[src/rtl/sds_pkg.sv]
package sds_pkg;

    // Field widths.
    localparam int CYL_W     = 16;
    localparam int SUM_W     = 22;
    localparam int CFG_W     = 17;
    localparam int CFG_IDX_W = 2;

    // Default store depth.
    localparam int MAX_REQ_DEF = 32;

    // Saturation limit of the movement total.
    localparam logic [SUM_W-1:0] SUM_MAX = 22'h3FFFFF;

    // Largest disk size that still maps to its own end stop.
    localparam logic [CFG_W-1:0] DISK_MAX = 17'd65536;

    // Configuration register indexes.
    localparam logic [CFG_IDX_W-1:0] CFG_START_HEAD = 2'd0;
    localparam logic [CFG_IDX_W-1:0] CFG_DISK_SIZE  = 2'd1;
    localparam logic [CFG_IDX_W-1:0] CFG_SWEEP_UP   = 2'd2;

    // Configuration reset values.
    localparam logic [CYL_W-1:0] START_HEAD_RST = 16'd0;
    localparam logic [CFG_W-1:0] DISK_SIZE_RST  = 17'd200;
    localparam logic             SWEEP_UP_RST   = 1'b1;

    // Input item.
    typedef struct packed {
        logic [CYL_W-1:0] request_cylinder;
        logic             batch_last;
    } t_req;

    // Result item.
    typedef struct packed {
        logic [CYL_W-1:0] visit_cylinder;
        logic             is_end_stop;
        logic [SUM_W-1:0] total_movement;
        logic             seq_last;
    } t_visit;

    // Settled configuration handed to the engine.
    typedef struct packed {
        logic [CYL_W-1:0] start_head;
        logic [CYL_W-1:0] top_cyl;
        logic             sweep_up;
    } t_cfg;

    // Engine states.
    typedef enum logic [1:0] {
        ST_LOAD,
        ST_SCAN,
        ST_EMIT
    } t_state;

    // Sweep phases of one batch.
    typedef enum logic [1:0] {
        PH_FIRST,
        PH_END,
        PH_SECOND
    } t_phase;

endpackage

[src/rtl/sds_store.sv]
module sds_store #(
    parameter int MAX_REQ = sds_pkg::MAX_REQ_DEF,
    localparam int IW = (MAX_REQ > 1) ? $clog2(MAX_REQ) : 1
) (
    input  logic                       i_clk,
    input  logic                       i_we,
    input  logic [IW-1:0]              i_waddr,
    input  logic [sds_pkg::CYL_W-1:0]  i_wdata,
    input  logic [IW-1:0]              i_raddr,
    output logic [sds_pkg::CYL_W-1:0]  o_rdata
);
    import sds_pkg::*;

    logic [CYL_W-1:0] r_mem [MAX_REQ];
    logic [CYL_W-1:0] r_rdata;

    // Request memory: one write port, one registered read port.
    always_ff @(posedge i_clk) begin
        if (i_we) begin
            r_mem[i_waddr] <= i_wdata;
        end
    end

    always_ff @(posedge i_clk) begin
        r_rdata <= r_mem[i_raddr];
    end

    assign o_rdata = r_rdata;

endmodule

[src/rtl/sds_engine.sv]
module sds_engine #(
    parameter int MAX_REQ = sds_pkg::MAX_REQ_DEF,
    localparam int IW = (MAX_REQ > 1) ? $clog2(MAX_REQ) : 1,
    localparam int CW = $clog2(MAX_REQ + 1)
) (
    input  logic                       i_clk,
    input  logic                       i_rst_n,
    input  sds_pkg::t_cfg              i_cfg,
    input  logic                       i_in_valid,
    output logic                       o_in_stall,
    input  sds_pkg::t_req              i_in_data,
    output logic                       o_out_valid,
    input  logic                       i_out_stall,
    output sds_pkg::t_visit            o_out_data,
    output logic                       o_mem_we,
    output logic [IW-1:0]              o_mem_waddr,
    output logic [sds_pkg::CYL_W-1:0]  o_mem_wdata,
    output logic [IW-1:0]              o_mem_raddr,
    input  logic [sds_pkg::CYL_W-1:0]  i_mem_rdata
);
    import sds_pkg::*;

    // A search key orders equal cylinders by their store index.
    localparam int KW = CYL_W + IW;

    t_state           r_state, n_state;
    t_phase           r_phase, n_phase;
    logic             r_up, n_up;
    logic [CW-1:0]    r_count, n_count;
    logic [CW-1:0]    r_n, n_n;
    logic [CW-1:0]    r_served, n_served;
    logic [CW-1:0]    r_addr, n_addr;
    logic             r_rd_vld, n_rd_vld;
    logic             r_rd_last, n_rd_last;
    logic [IW-1:0]    r_rd_idx, n_rd_idx;
    logic             r_best_vld, n_best_vld;
    logic [KW-1:0]    r_best_key, n_best_key;
    logic [KW:0]      r_lo, n_lo;
    logic [KW-1:0]    r_hi, n_hi;
    logic [CYL_W-1:0] r_head, n_head;
    logic [SUM_W-1:0] r_sum, n_sum;
    logic             r_out_vld, n_out_vld;
    t_visit           r_out, n_out;

    logic             in_acc;
    logic             full;
    logic             issue;
    logic             asc;
    logic [KW-1:0]    rd_key;
    logic             cand;
    logic             is_end;
    logic             has_item;
    logic             slot;
    logic             is_last;
    logic [CYL_W-1:0] cyl;
    logic [CYL_W-1:0] delta;
    logic [SUM_W:0]   sum_wide;
    logic [SUM_W-1:0] sum_new;

    // Handshake and store write side.
    assign in_acc      = i_in_valid && (r_state == ST_LOAD);
    assign full        = (r_count == CW'(MAX_REQ));
    assign o_in_stall  = (r_state != ST_LOAD);
    assign o_mem_we    = in_acc && !full;
    assign o_mem_waddr = r_count[IW-1:0];
    assign o_mem_wdata = i_in_data.request_cylinder;
    assign o_mem_raddr = r_addr[IW-1:0];

    // One store read per cycle during a search pass.
    assign issue = (r_state == ST_SCAN) && (r_addr < r_n);

    // The first phase follows the configured direction, the second runs against it.
    assign asc    = r_up ^ (r_phase == PH_SECOND);
    assign rd_key = {i_mem_rdata, r_rd_idx};

    // Ascending: smallest key at or above the low bound.
    // Descending: largest key below the high bound.
    always_comb begin
        if (asc) begin
            cand = ({1'b0, rd_key} >= r_lo) && (!r_best_vld || (rd_key < r_best_key));
        end else begin
            cand = (rd_key < r_hi) && (!r_best_vld || (rd_key > r_best_key));
        end
    end

    // Next visit and its movement.
    assign is_end   = (r_phase == PH_END);
    assign has_item = is_end || r_best_vld;
    assign slot     = !r_out_vld || !i_out_stall;
    assign cyl      = is_end ? (r_up ? i_cfg.top_cyl : '0) : r_best_key[KW-1 -: CYL_W];
    assign is_last  = is_end ? (r_served == r_n)
                             : ((r_phase == PH_SECOND) && ((r_served + CW'(1)) == r_n));
    assign delta    = (cyl >= r_head) ? (cyl - r_head) : (r_head - cyl);
    assign sum_wide = {1'b0, r_sum} + (SUM_W + 1)'(delta);
    assign sum_new  = (sum_wide > {1'b0, SUM_MAX}) ? SUM_MAX : sum_wide[SUM_W-1:0];

    // Next state and datapath updates.
    always_comb begin
        n_state    = r_state;
        n_phase    = r_phase;
        n_up       = r_up;
        n_count    = r_count;
        n_n        = r_n;
        n_served   = r_served;
        n_addr     = r_addr;
        n_rd_vld   = 1'b0;
        n_rd_last  = 1'b0;
        n_rd_idx   = r_addr[IW-1:0];
        n_best_vld = r_best_vld;
        n_best_key = r_best_key;
        n_lo       = r_lo;
        n_hi       = r_hi;
        n_head     = r_head;
        n_sum      = r_sum;
        n_out_vld  = r_out_vld && i_out_stall;
        n_out      = r_out;

        // Fold returning read data into the running best key.
        if (r_rd_vld && cand) begin
            n_best_vld = 1'b1;
            n_best_key = rd_key;
        end

        case (r_state)
            ST_LOAD: begin
                if (in_acc) begin
                    if (!full) begin
                        n_count = r_count + CW'(1);
                    end
                    if (i_in_data.batch_last) begin
                        n_n        = full ? r_count : (r_count + CW'(1));
                        n_count    = '0;
                        n_served   = '0;
                        n_phase    = PH_FIRST;
                        n_up       = i_cfg.sweep_up;
                        n_head     = i_cfg.start_head;
                        n_sum      = '0;
                        n_lo       = {1'b0, i_cfg.start_head, {IW{1'b0}}};
                        n_hi       = {i_cfg.start_head, {IW{1'b0}}};
                        n_addr     = '0;
                        n_best_vld = 1'b0;
                        n_state    = ST_SCAN;
                    end
                end
            end
            ST_SCAN: begin
                if (issue) begin
                    n_addr    = r_addr + CW'(1);
                    n_rd_vld  = 1'b1;
                    n_rd_last = ((r_addr + CW'(1)) == r_n);
                end
                if (r_rd_vld && r_rd_last) begin
                    n_state = ST_EMIT;
                end
            end
            ST_EMIT: begin
                if (!has_item) begin
                    // Nothing left on this side: turn at the end stop after the first sweep, else finish the batch.
                    if (r_phase == PH_FIRST) begin
                        n_phase = PH_END;
                    end else begin
                        n_state = ST_LOAD;
                    end
                end else if (slot) begin
                    n_out_vld            = 1'b1;
                    n_out.visit_cylinder = cyl;
                    n_out.is_end_stop    = is_end;
                    n_out.total_movement = sum_new;
                    n_out.seq_last       = is_last;
                    n_head               = cyl;
                    n_sum                = sum_new;
                    if (is_end) begin
                        n_phase = PH_SECOND;
                    end else begin
                        n_served = r_served + CW'(1);
                        if (asc) begin
                            n_lo = {1'b0, r_best_key} + (KW + 1)'(1);
                        end else begin
                            n_hi = r_best_key;
                        end
                    end
                    n_best_vld = 1'b0;
                    n_addr     = '0;
                    n_state    = is_last ? ST_LOAD : ST_SCAN;
                end
            end
            default: begin
                n_state = ST_LOAD;
            end
        endcase
    end

    // Control registers.
    always_ff @(posedge i_clk) begin
        if (!i_rst_n) begin
            r_state   <= ST_LOAD;
            r_count   <= '0;
            r_rd_vld  <= 1'b0;
            r_out_vld <= 1'b0;
            r_head    <= '0;
            r_sum     <= '0;
        end else begin
            r_state   <= n_state;
            r_count   <= n_count;
            r_rd_vld  <= n_rd_vld;
            r_out_vld <= n_out_vld;
            r_head    <= n_head;
            r_sum     <= n_sum;
        end
    end

    // Datapath registers.
    always_ff @(posedge i_clk) begin
        r_phase    <= n_phase;
        r_up       <= n_up;
        r_n        <= n_n;
        r_served   <= n_served;
        r_addr     <= n_addr;
        r_rd_last  <= n_rd_last;
        r_rd_idx   <= n_rd_idx;
        r_best_vld <= n_best_vld;
        r_best_key <= n_best_key;
        r_lo       <= n_lo;
        r_hi       <= n_hi;
        r_out      <= n_out;
    end

    assign o_out_valid = r_out_vld;
    assign o_out_data  = r_out;

endmodule

[src/rtl/scan_disk_scheduler.sv]
// Requests load at one item per cycle while the input is open; a non-final item gives no result.
// After the final item of a batch, each request visit takes one full pass over the request
// memory through its single read port, a registered read, then a step to issue the visit;
// output stalls can hold the issue. The end stop takes one more step, to turn. The input
// takes no item until the batch is done.
// Synchronous active-low reset clears control state and configuration; memory is not cleared.
module scan_disk_scheduler #(
    parameter int MAX_REQ = sds_pkg::MAX_REQ_DEF
) (
    input  logic                          i_clk,
    input  logic                          i_rst_n,
    input  logic                          i_cfg_we,
    input  logic [sds_pkg::CFG_IDX_W-1:0] i_cfg_idx,
    input  logic [sds_pkg::CFG_W-1:0]     i_cfg_data,
    input  logic                          i_in_valid,
    output logic                          o_in_stall,
    input  sds_pkg::t_req                 i_in_data,
    output logic                          o_out_valid,
    input  logic                          i_out_stall,
    output sds_pkg::t_visit               o_out_data
);
    import sds_pkg::*;

    localparam int IW = (MAX_REQ > 1) ? $clog2(MAX_REQ) : 1;

    logic [CYL_W-1:0] r_start_head;
    logic [CFG_W-1:0] r_disk_size;
    logic             r_sweep_up;

    logic [CFG_W-1:0] disk_m1;
    t_cfg             cfg;
    logic             mem_we;
    logic [IW-1:0]    mem_waddr;
    logic [CYL_W-1:0] mem_wdata;
    logic [IW-1:0]    mem_raddr;
    logic [CYL_W-1:0] mem_rdata;

    // Configuration registers.
    always_ff @(posedge i_clk) begin
        if (!i_rst_n) begin
            r_start_head <= START_HEAD_RST;
            r_disk_size  <= DISK_SIZE_RST;
            r_sweep_up   <= SWEEP_UP_RST;
        end else if (i_cfg_we) begin
            case (i_cfg_idx)
                CFG_START_HEAD: r_start_head <= i_cfg_data[CYL_W-1:0];
                CFG_DISK_SIZE:  r_disk_size  <= i_cfg_data;
                CFG_SWEEP_UP:   r_sweep_up   <= i_cfg_data[0];
                default: begin
                end
            endcase
        end
    end

    // High end stop: zero for an empty disk, clamped to the largest cylinder.
    assign disk_m1 = r_disk_size - CFG_W'(1);

    always_comb begin
        cfg.start_head = r_start_head;
        cfg.sweep_up   = r_sweep_up;
        if (r_disk_size == '0) begin
            cfg.top_cyl = '0;
        end else if (r_disk_size > DISK_MAX) begin
            cfg.top_cyl = '1;
        end else begin
            cfg.top_cyl = disk_m1[CYL_W-1:0];
        end
    end

    sds_store #(
        .MAX_REQ (MAX_REQ)
    ) u_store (
        .i_clk   (i_clk),
        .i_we    (mem_we),
        .i_waddr (mem_waddr),
        .i_wdata (mem_wdata),
        .i_raddr (mem_raddr),
        .o_rdata (mem_rdata)
    );

    sds_engine #(
        .MAX_REQ (MAX_REQ)
    ) u_engine (
        .i_clk       (i_clk),
        .i_rst_n     (i_rst_n),
        .i_cfg       (cfg),
        .i_in_valid  (i_in_valid),
        .o_in_stall  (o_in_stall),
        .i_in_data   (i_in_data),
        .o_out_valid (o_out_valid),
        .i_out_stall (i_out_stall),
        .o_out_data  (o_out_data),
        .o_mem_we    (mem_we),
        .o_mem_waddr (mem_waddr),
        .o_mem_wdata (mem_wdata),
        .o_mem_raddr (mem_raddr),
        .i_mem_rdata (mem_rdata)
    );

    // The final item of a batch closes the input until scheduling is done.
    a_last_closes_input: assert property (@(posedge i_clk) disable iff (!i_rst_n)
        (i_in_valid && !o_in_stall && i_in_data.batch_last) |=> o_in_stall)
        else $error("input still open after the final item of a batch");

    // Writes never land past the end of the request memory.
    a_write_in_range: assert property (@(posedge i_clk) disable iff (!i_rst_n)
        mem_we |-> (int'(mem_waddr) < MAX_REQ))
        else $error("request memory write out of range");

    // An end stop visit is always one of the two disk ends.
    a_end_stop_value: assert property (@(posedge i_clk) disable iff (!i_rst_n)
        (o_out_valid && o_out_data.is_end_stop) |->
        ((o_out_data.visit_cylinder == '0) || (o_out_data.visit_cylinder == cfg.top_cyl)))
        else $error("end stop visit is not a disk end");

endmodule

[config.mk]
export PLATFORM = sky130hd
export DESIGN_NAME = scan_disk_scheduler
export DESIGN_NICKNAME = d
export VERILOG_FILES = /design/src/rtl/sds_pkg.sv /design/src/rtl/sds_store.sv /design/src/rtl/sds_engine.sv /design/src/rtl/scan_disk_scheduler.sv
export SDC_FILE = /design/constraint.sdc
export NUM_CORES = 1
export LEC_CHECK = 0
export BUFFER_PORTS_ARGS = -buffer_cell sky130_fd_sc_hd__buf_4
export CORE_MARGIN = 2
export CORE_UTILIZATION = 50
export DETAILED_ROUTE_END_ITERATION = 12
export PLACE_DENSITY = 0.69
export SYNTH_ARGS = -nofsm -noshare
export SYNTH_HDL_FRONTEND = slang
export SYNTH_SLANG_ARGS = --single-unit
[constraint.sdc]
create_clock -name i_clk -period 16.54 [get_ports i_clk]
set_input_delay 4.135 -clock i_clk [delete_from_list [all_inputs] [get_ports i_clk]]
set_output_delay 4.135 -clock i_clk [all_outputs]
set_load 0.01 [all_outputs]
Word-level counts from Yosys, hierarchy flattened

Memories as Yosys holds them, arrays and structs flattened. A register that Yosys moved wholly into a read port is not among the register bits.
Cells that the tools add are included.

Register bits after elaboration: 214
Bits in writable memories: 512
Bits of input ports: 41
Output and inout port bits: 42
Memories kept: 1

$add $sub $neg: 8
Order comparisons: 8
Equality and inequality tests: 23
Muxes and demuxes: 71
Bitwise gates (word level): 1
Reduce and logical (&&, ||, !) cells: 39

Memory list:

| name          | depth | bits a word | read ports | clocked after memory_dff | wr ports | RTL line        | RTL |
|---|---|---|---|---|---|---|---|
| u_store.r_mem | 32    | 16          | 1          | 1                        | 1        | sds_store.sv:14 | `logic [CYL_W-1:0] r_mem [MAX_REQ];` |

Operators by type and width:

| kind                                                             | number |
|---|---|
| two-way mux 22 bit                                               | 11 |
| two-way mux 16 bit                                               | 9 |
| two-way mux 21 bit                                               | 6 |
| case mux 22 bit (2 select lines)                                 | 2 |
| two-way mux 6 bit                                                | 10 |
| < comparator 21 bit                                              | 2 |
| case mux 21 bit (2 select lines)                                 | 1 |
| case mux 16 bit (2 select lines)                                 | 1 |
| subtractor 16 bit                                                | 2 |
| two-way mux 2 bit                                                | 12 |
| adder 22 x 16 -> 23 bit                                          | 1 |
| greater-than comparator 23 x 22 -> 1 bit (second input constant) | 1 |
| adder 21 x 1 -> 22 bit (second input constant)                   | 1 |
| >= comparator 21 x 22 -> 1 bit                                   | 1 |
| greater-than comparator 21 bit                                   | 1 |
| adder 6 x 1 -> 6 bit (second input constant)                     | 3 |
| == test 6 bit                                                    | 3 |
| case mux 6 bit (3 select lines)                                  | 1 |
| AND reduction 6 bit                                              | 3 |
| greater-than comparator 17 bit (second input constant)           | 1 |
| logical NOT 17 bit                                               | 1 |
| >= comparator 16 bit                                             | 1 |
| subtractor 16 x 1 -> 16 bit (second input constant)              | 1 |
| two-way mux 1 bit                                                | 14 |
| 24 further kinds                                                 | 61 |

Longest topological paths before layout

Depth after elaboration: 13
Depth in mapped cells: 30

Cells and area by module

A second synthesis with hierarchy kept.

Cell total of the unflattened synthesis: 2619
Area, all modules: 34017.6 um^2

Modules (own cells, without submodules):

| module              | instances | cells an instance | area each (um^2) | seq. area each (um^2) |
|---|---|---|---|---|
| sds_store           | 1         | 1143              | 20534.7          | 15695.1 |
| sds_engine          | 1         | 1251              | 11736.3          | 4854.7 |
| scan_disk_scheduler | 1         | 225               | 1746.7           | 680.7 |

Worst setup path before layout

OpenSTA, ideal clock, no wires.

Kind: input to register
Start point: in i_in_data[0] (netlist name)
End point: reg u_engine.r_lo[0], enable pin
Library setup time: 0.408 ns
Data arrival time: 6.279 ns
Path slack: 9.852 ns
Stages on the path: 7
Buffers on the path: 3
Path through: clkbuf_1 -> nor2b_1 -> nand2_1 -> a21o_1 -> clkbuf_1 -> clkbuf_1 -> a21oi_1

Word-level cells in the longest chain between the ends: 2

RTL lines:

| element                                | RTL line                  | RTL |
|---|---|---|
| from (decl)                            | scan_disk_scheduler.sv:17 | `input sds_pkg::t_req i_in_data,` |
| inequality test 2 bit (no source line) | --                        |  |
| AND reduction 7 bit (no source line)   | --                        |  |
| to (signal assigned)                   | sds_engine.sv:223         | `r_lo <= n_lo;` |
| to (decl)                              | sds_engine.sv:38          | `logic [KW:0] r_lo, n_lo;` |

No other way between the ends.
A chain may end at the register's enable or synchronous reset.

Worst setup path after layout

Start point: reg u_engine.r_phase[1]
End point: reg u_engine.r_sum[17]

Word-level cells in the longest chain between the ends: 10
Elaborated cells on any way between the ends: 15
Classes of those cells: add/sub: 3; order compare: 2; eq/ne: 2; mux: 6; reduce/logical: 2

RTL lines:

| element                                                   | RTL line          | RTL |
|---|---|---|
| from (decl)                                               | sds_engine.sv:27  | `t_phase r_phase, n_phase;` |
| from (signal assigned)                                    | sds_engine.sv:214 | `r_phase <= n_phase;` |
| == test 2 x 1 -> 1 bit (*)                                | sds_engine.sv:87  | `assign is_end = (r_phase == PH_END);` |
| two-way mux 16 bit (*)                                    | sds_engine.sv:90  | `assign cyl = is_end ? (r_up ? i_cfg.top_cyl : '0) : r_best_key[KW-1 -: CYL_W];` |
| named net u_engine.cyl[0]                                 | sds_engine.sv:55  | `logic [CYL_W-1:0] cyl;` |
| subtractor 16 bit or >= comparator 16 bit (tied branches) | sds_engine.sv:93  | `assign delta = (cyl >= r_head) ? (cyl - r_head) : (r_head - cyl);` |
| two-way mux 16 bit (*)                                    | sds_engine.sv:93  |  |
| adder 22 x 16 -> 23 bit (*)                               | sds_engine.sv:94  | `assign sum_wide = {1'b0, r_sum} + (SUM_W + 1)'(delta);` |
| greater-than comparator 23 x 22 -> 1 bit                  | sds_engine.sv:95  | `assign sum_new = (sum_wide > {1'b0, SUM_MAX}) ? SUM_MAX : sum_wide[SUM_W-1:0];` |
| two-way mux 22 bit (*)                                    | sds_engine.sv:95  |  |
| two-way mux 22 bit (*)                                    | sds_engine.sv:164 | `end else if (slot) begin` |
| two-way mux 22 bit (*)                                    | sds_engine.sv:157 | `if (!has_item) begin` |
| case mux 22 bit (2 select lines) (*)                      | sds_engine.sv:124 | `case (r_state)` |
| to (signal assigned)                                      | sds_engine.sv:208 | `r_sum <= n_sum;` |
| to (decl)                                                 | sds_engine.sv:41  | `logic [SUM_W-1:0] r_sum, n_sum;` |

The timed path passes the listed nets; every way through them passes the cells marked *. The select of a mux whose other input is x is not followed.

==> impl_metrics.ini <==
[yosys]
synth_fp_nets = 2422
avgSynthCellArea_sq_um = 14.8
synth_top_family_by_area = multiplexers
synth_ff_type = edfxtp_1
synth_cell_types = 81
synth_area_sq_mm = 0.0334
synth_fa_ha_area_share_pct = 4.93
synth_cells = 2251
synth_edf_count = 637
synth_mux_area_share_pct = 12.1
yosys.area_share.simple_pct = 7.33
async_reset_ff_share_pct = 0
ys_seq_area_share_pct = 63.5
yosysWarnings = 0
synth_compound_area_share_pct = 7.39
synth-xor-area-share_pct = 1.88
synth-seq-cells = 742

[clocking]
cts_setup_buffers = 0
clk_pin_slew_worst_paths_ps = 60
cts_sinks = 742
cts_buffer_depth = 3
cts_buffers = 78
hold_buffers = 0
clk_latency_ps = 650
cts_tree = built
root_buffer = clkbuf_16
cts_htree_levels = 3
post_cts_resized = 0

[timing]
fin_crit_sh_pct = 42.6
worst_pin_slew_ps = 1190
fin_tns_setup_ps = 0
finalSetupViolations = 0
final-hold-violation-count = 0
finalCriticalPeriod_ps = 7040
rsz0062_at_grt = no
slew_viol_final = 0
skew_ps = 43.8
fmax_ghz = 0.142
maxSlewHeadroom_pct = 20.5

[global_routing]
antenna_found_initial = 6
grtUsageTotal_pct = 23.4
grt_max_degree = 65
grt_pass1_wl_um = 122000
gr-total-overflow = 0
grt_pass1_vias = 19600

[hold_path]
holdCritPathClass = reg -> reg
whs_path_depth = 2

[critical_path]
start_kind = register
endpoint_kind = register
worstReg2RegStart = u_engine.r_phase[1]
r2r_slack_ps = 9500
worstSetupPathType = reg -> reg
cp-endpoint = u_engine.r_sum[17]
worstPathRequired_ps = 17050
r2r_cells = 21
crit_fanout = 18
crit_arrival_ps = 7550
r2r_end = u_engine.r_sum[17]
crit_start = u_engine.r_phase[1]

[layout]
stdcell_area_sq_mm = 0.0377
postLayoutCoreUtil_pct = 57.1
drive_gt1_share_pct = 19.3
nets = 2527
fin_cells = 3286
syn_to_final_growth_pct = 12.7

[detailed_routing]
dr.pass1.iters = 5
wl_per_cell_um = 24.7
vias = 19800
drtIter0Drc = 1912
drc = 0
viasPerCell = 6.03
drt-total-wl_um = 81000
drtAntennaViolNets = 0

[placement]
port_buffers = 82
placed_cell_area_sq_mm = 0.0350
hpwlAfterDp_um = 51300
routabilityCongestion = 0.906
dp.cells = 3140

[floorplan]
die_area_sq_mm = 0.0689
coreArea_sq_mm = 0.0660
dieWidth_um = 263
dieHeight_um = 263
row_count = 94
io_pins = 83
start_util_pct = 50.7

[power]
power.density_mw_per_mm2 = 121
leakagePower_nw = 13.2
ir_drop_uv = 99.4
p_total_mw = 4.55

[run]
max_cap_violations = 0

[run_status]
outcome = completed
==> cell usage in the layout, fill, tap and decap left out, drive strengths merged, types with 42 or more instances in the layout <==
cell    netlist  layout
nor2        102     102
clkbuf       58      97
a21o         42      42
inv         121     123
ha          127     127
mux4        160     160
buf          48     131
a21oi       132     132
dfxtp       105     105
o21ai        68      68
nand2       174     174
edfxtp      637     637
nand3        50      50
==> worst max-delay path, cell delays in order (launching register included) <==
cell and delay, ps:
edfxtp_1 430, nand2b_1 430, inv_1 530, nand2_1 270, o22ai_1 470, inv_1 120, ha_1 250, fa_1 390
nor2b_1 180, o31ai_1 130, a22o_1 300, a21oi_2 700, mux2_2 420, a211oi_2 160, xnor2_1 150, ha_1 350
a2111o_1 420, nor3_1 170, nand2_1 100, nand2_1 490, o21ai_0 190, a22o_1 260
==> worst min path at each step <==
stage | from | end
global placement | u_engine.r_rd_idx[0] | u_engine.r_best_key[0]
detailed placement | r_start_head[6] | r_start_head[6]
global route | u_engine.r_sum[2] | u_engine.r_sum[2]
floorplan | u_engine.r_addr[3] | u_engine.r_rd_idx[3]
finish | r_start_head[6] | r_start_head[6]
CTS | r_start_head[6] | r_start_head[6]
==> where the power goes <==
part / internal (mW) / switching (mW) / leakage (nW)
combinational: 0.269 / 0.351 / 5.33
sequential: 2.09 / 0.0525 / 6.62
clock: 1.04 / 0.749 / 1.27
total: 3.40 / 1.15 / 13.2
==> metal layers <==
metal | wire [um] | track usage (%) | up-vias
li1 | - | - | 8883
met1 | 33100 | 31.4 | 10000
met2 | 39900 | 39.3 | 755
met3 | 5340 | 3.72 | 160
met4 | 2590 | 7.81 | 8
met5 | 60 | 0 | -
==> layout make-up <==
cell class	count	area [sq um]
fill	5070	28300
sequential	742	21200
multi-input combinational	1282	11300
clock buffer	97	2060
tap	864	1080
timing repair buffer	131	983
clock inverter	48	594
inverter	121	454
antenna	1	2.50
==> logic make-up (layout without fill, tap and decap cells) <==
logic type                 Yosys count  count (layout)
adders and majority gates          130             130
buffers and inverters              227             397
and+or+nand+nor                    499             499
DFF                                742             742
xor gates and xnor gates            70              70
AOI/OAI and AO/OA                  383             383
muxes                              200             200
other                                0               1
==> synthesized netlist by cell type (all sizes together), types with 30 or more instances <==
library cell / number / area, sq um
a21o: 42 / 315
a21oi: 132 / 664
buf: 48 / 285
clkbuf: 58 / 220
dfxtp: 105 / 2100
edfxtp: 637 / 19100
ha: 127 / 1590
inv: 121 / 454
mux2: 30 / 338
mux4: 160 / 3600
nand2: 174 / 661
nand3: 50 / 255
nand4: 32 / 200
nor2: 102 / 385
o21ai: 68 / 344
xnor2: 37 / 324
xor2: 32 / 280
==> sequential cells by signal, indices dropped and copies added, names as in the netlist, 5 cells and up <==
| name | count |
|---|---|
| u_engine.r_lo | 22 |
| u_engine.r_head | 16 |
| r_disk_size | 17 |
| u_engine.r_count | 6 |
| u_engine.r_rd_idx | 5 |
| u_store.o_rdata | 16 |
| u_engine.r_served | 6 |
| u_store.r_mem | 512 |
| u_engine.o_out_data | 40 |
| u_engine.r_hi | 21 |
| u_engine.r_sum | 22 |
| r_start_head | 16 |
| u_engine.r_best_key | 21 |
| u_engine.r_addr | 6 |
| u_engine.r_n | 6 |
==> per-stage QoR <==
step	hold slack, ps	setup WS, ps
after detailed placement	464	9660
after floorplan	371	9850
after global placement	458	9810
after CTS	472	9620
final	470	9500
after global routing	494	8990
(Power assumes the default switching activity.)
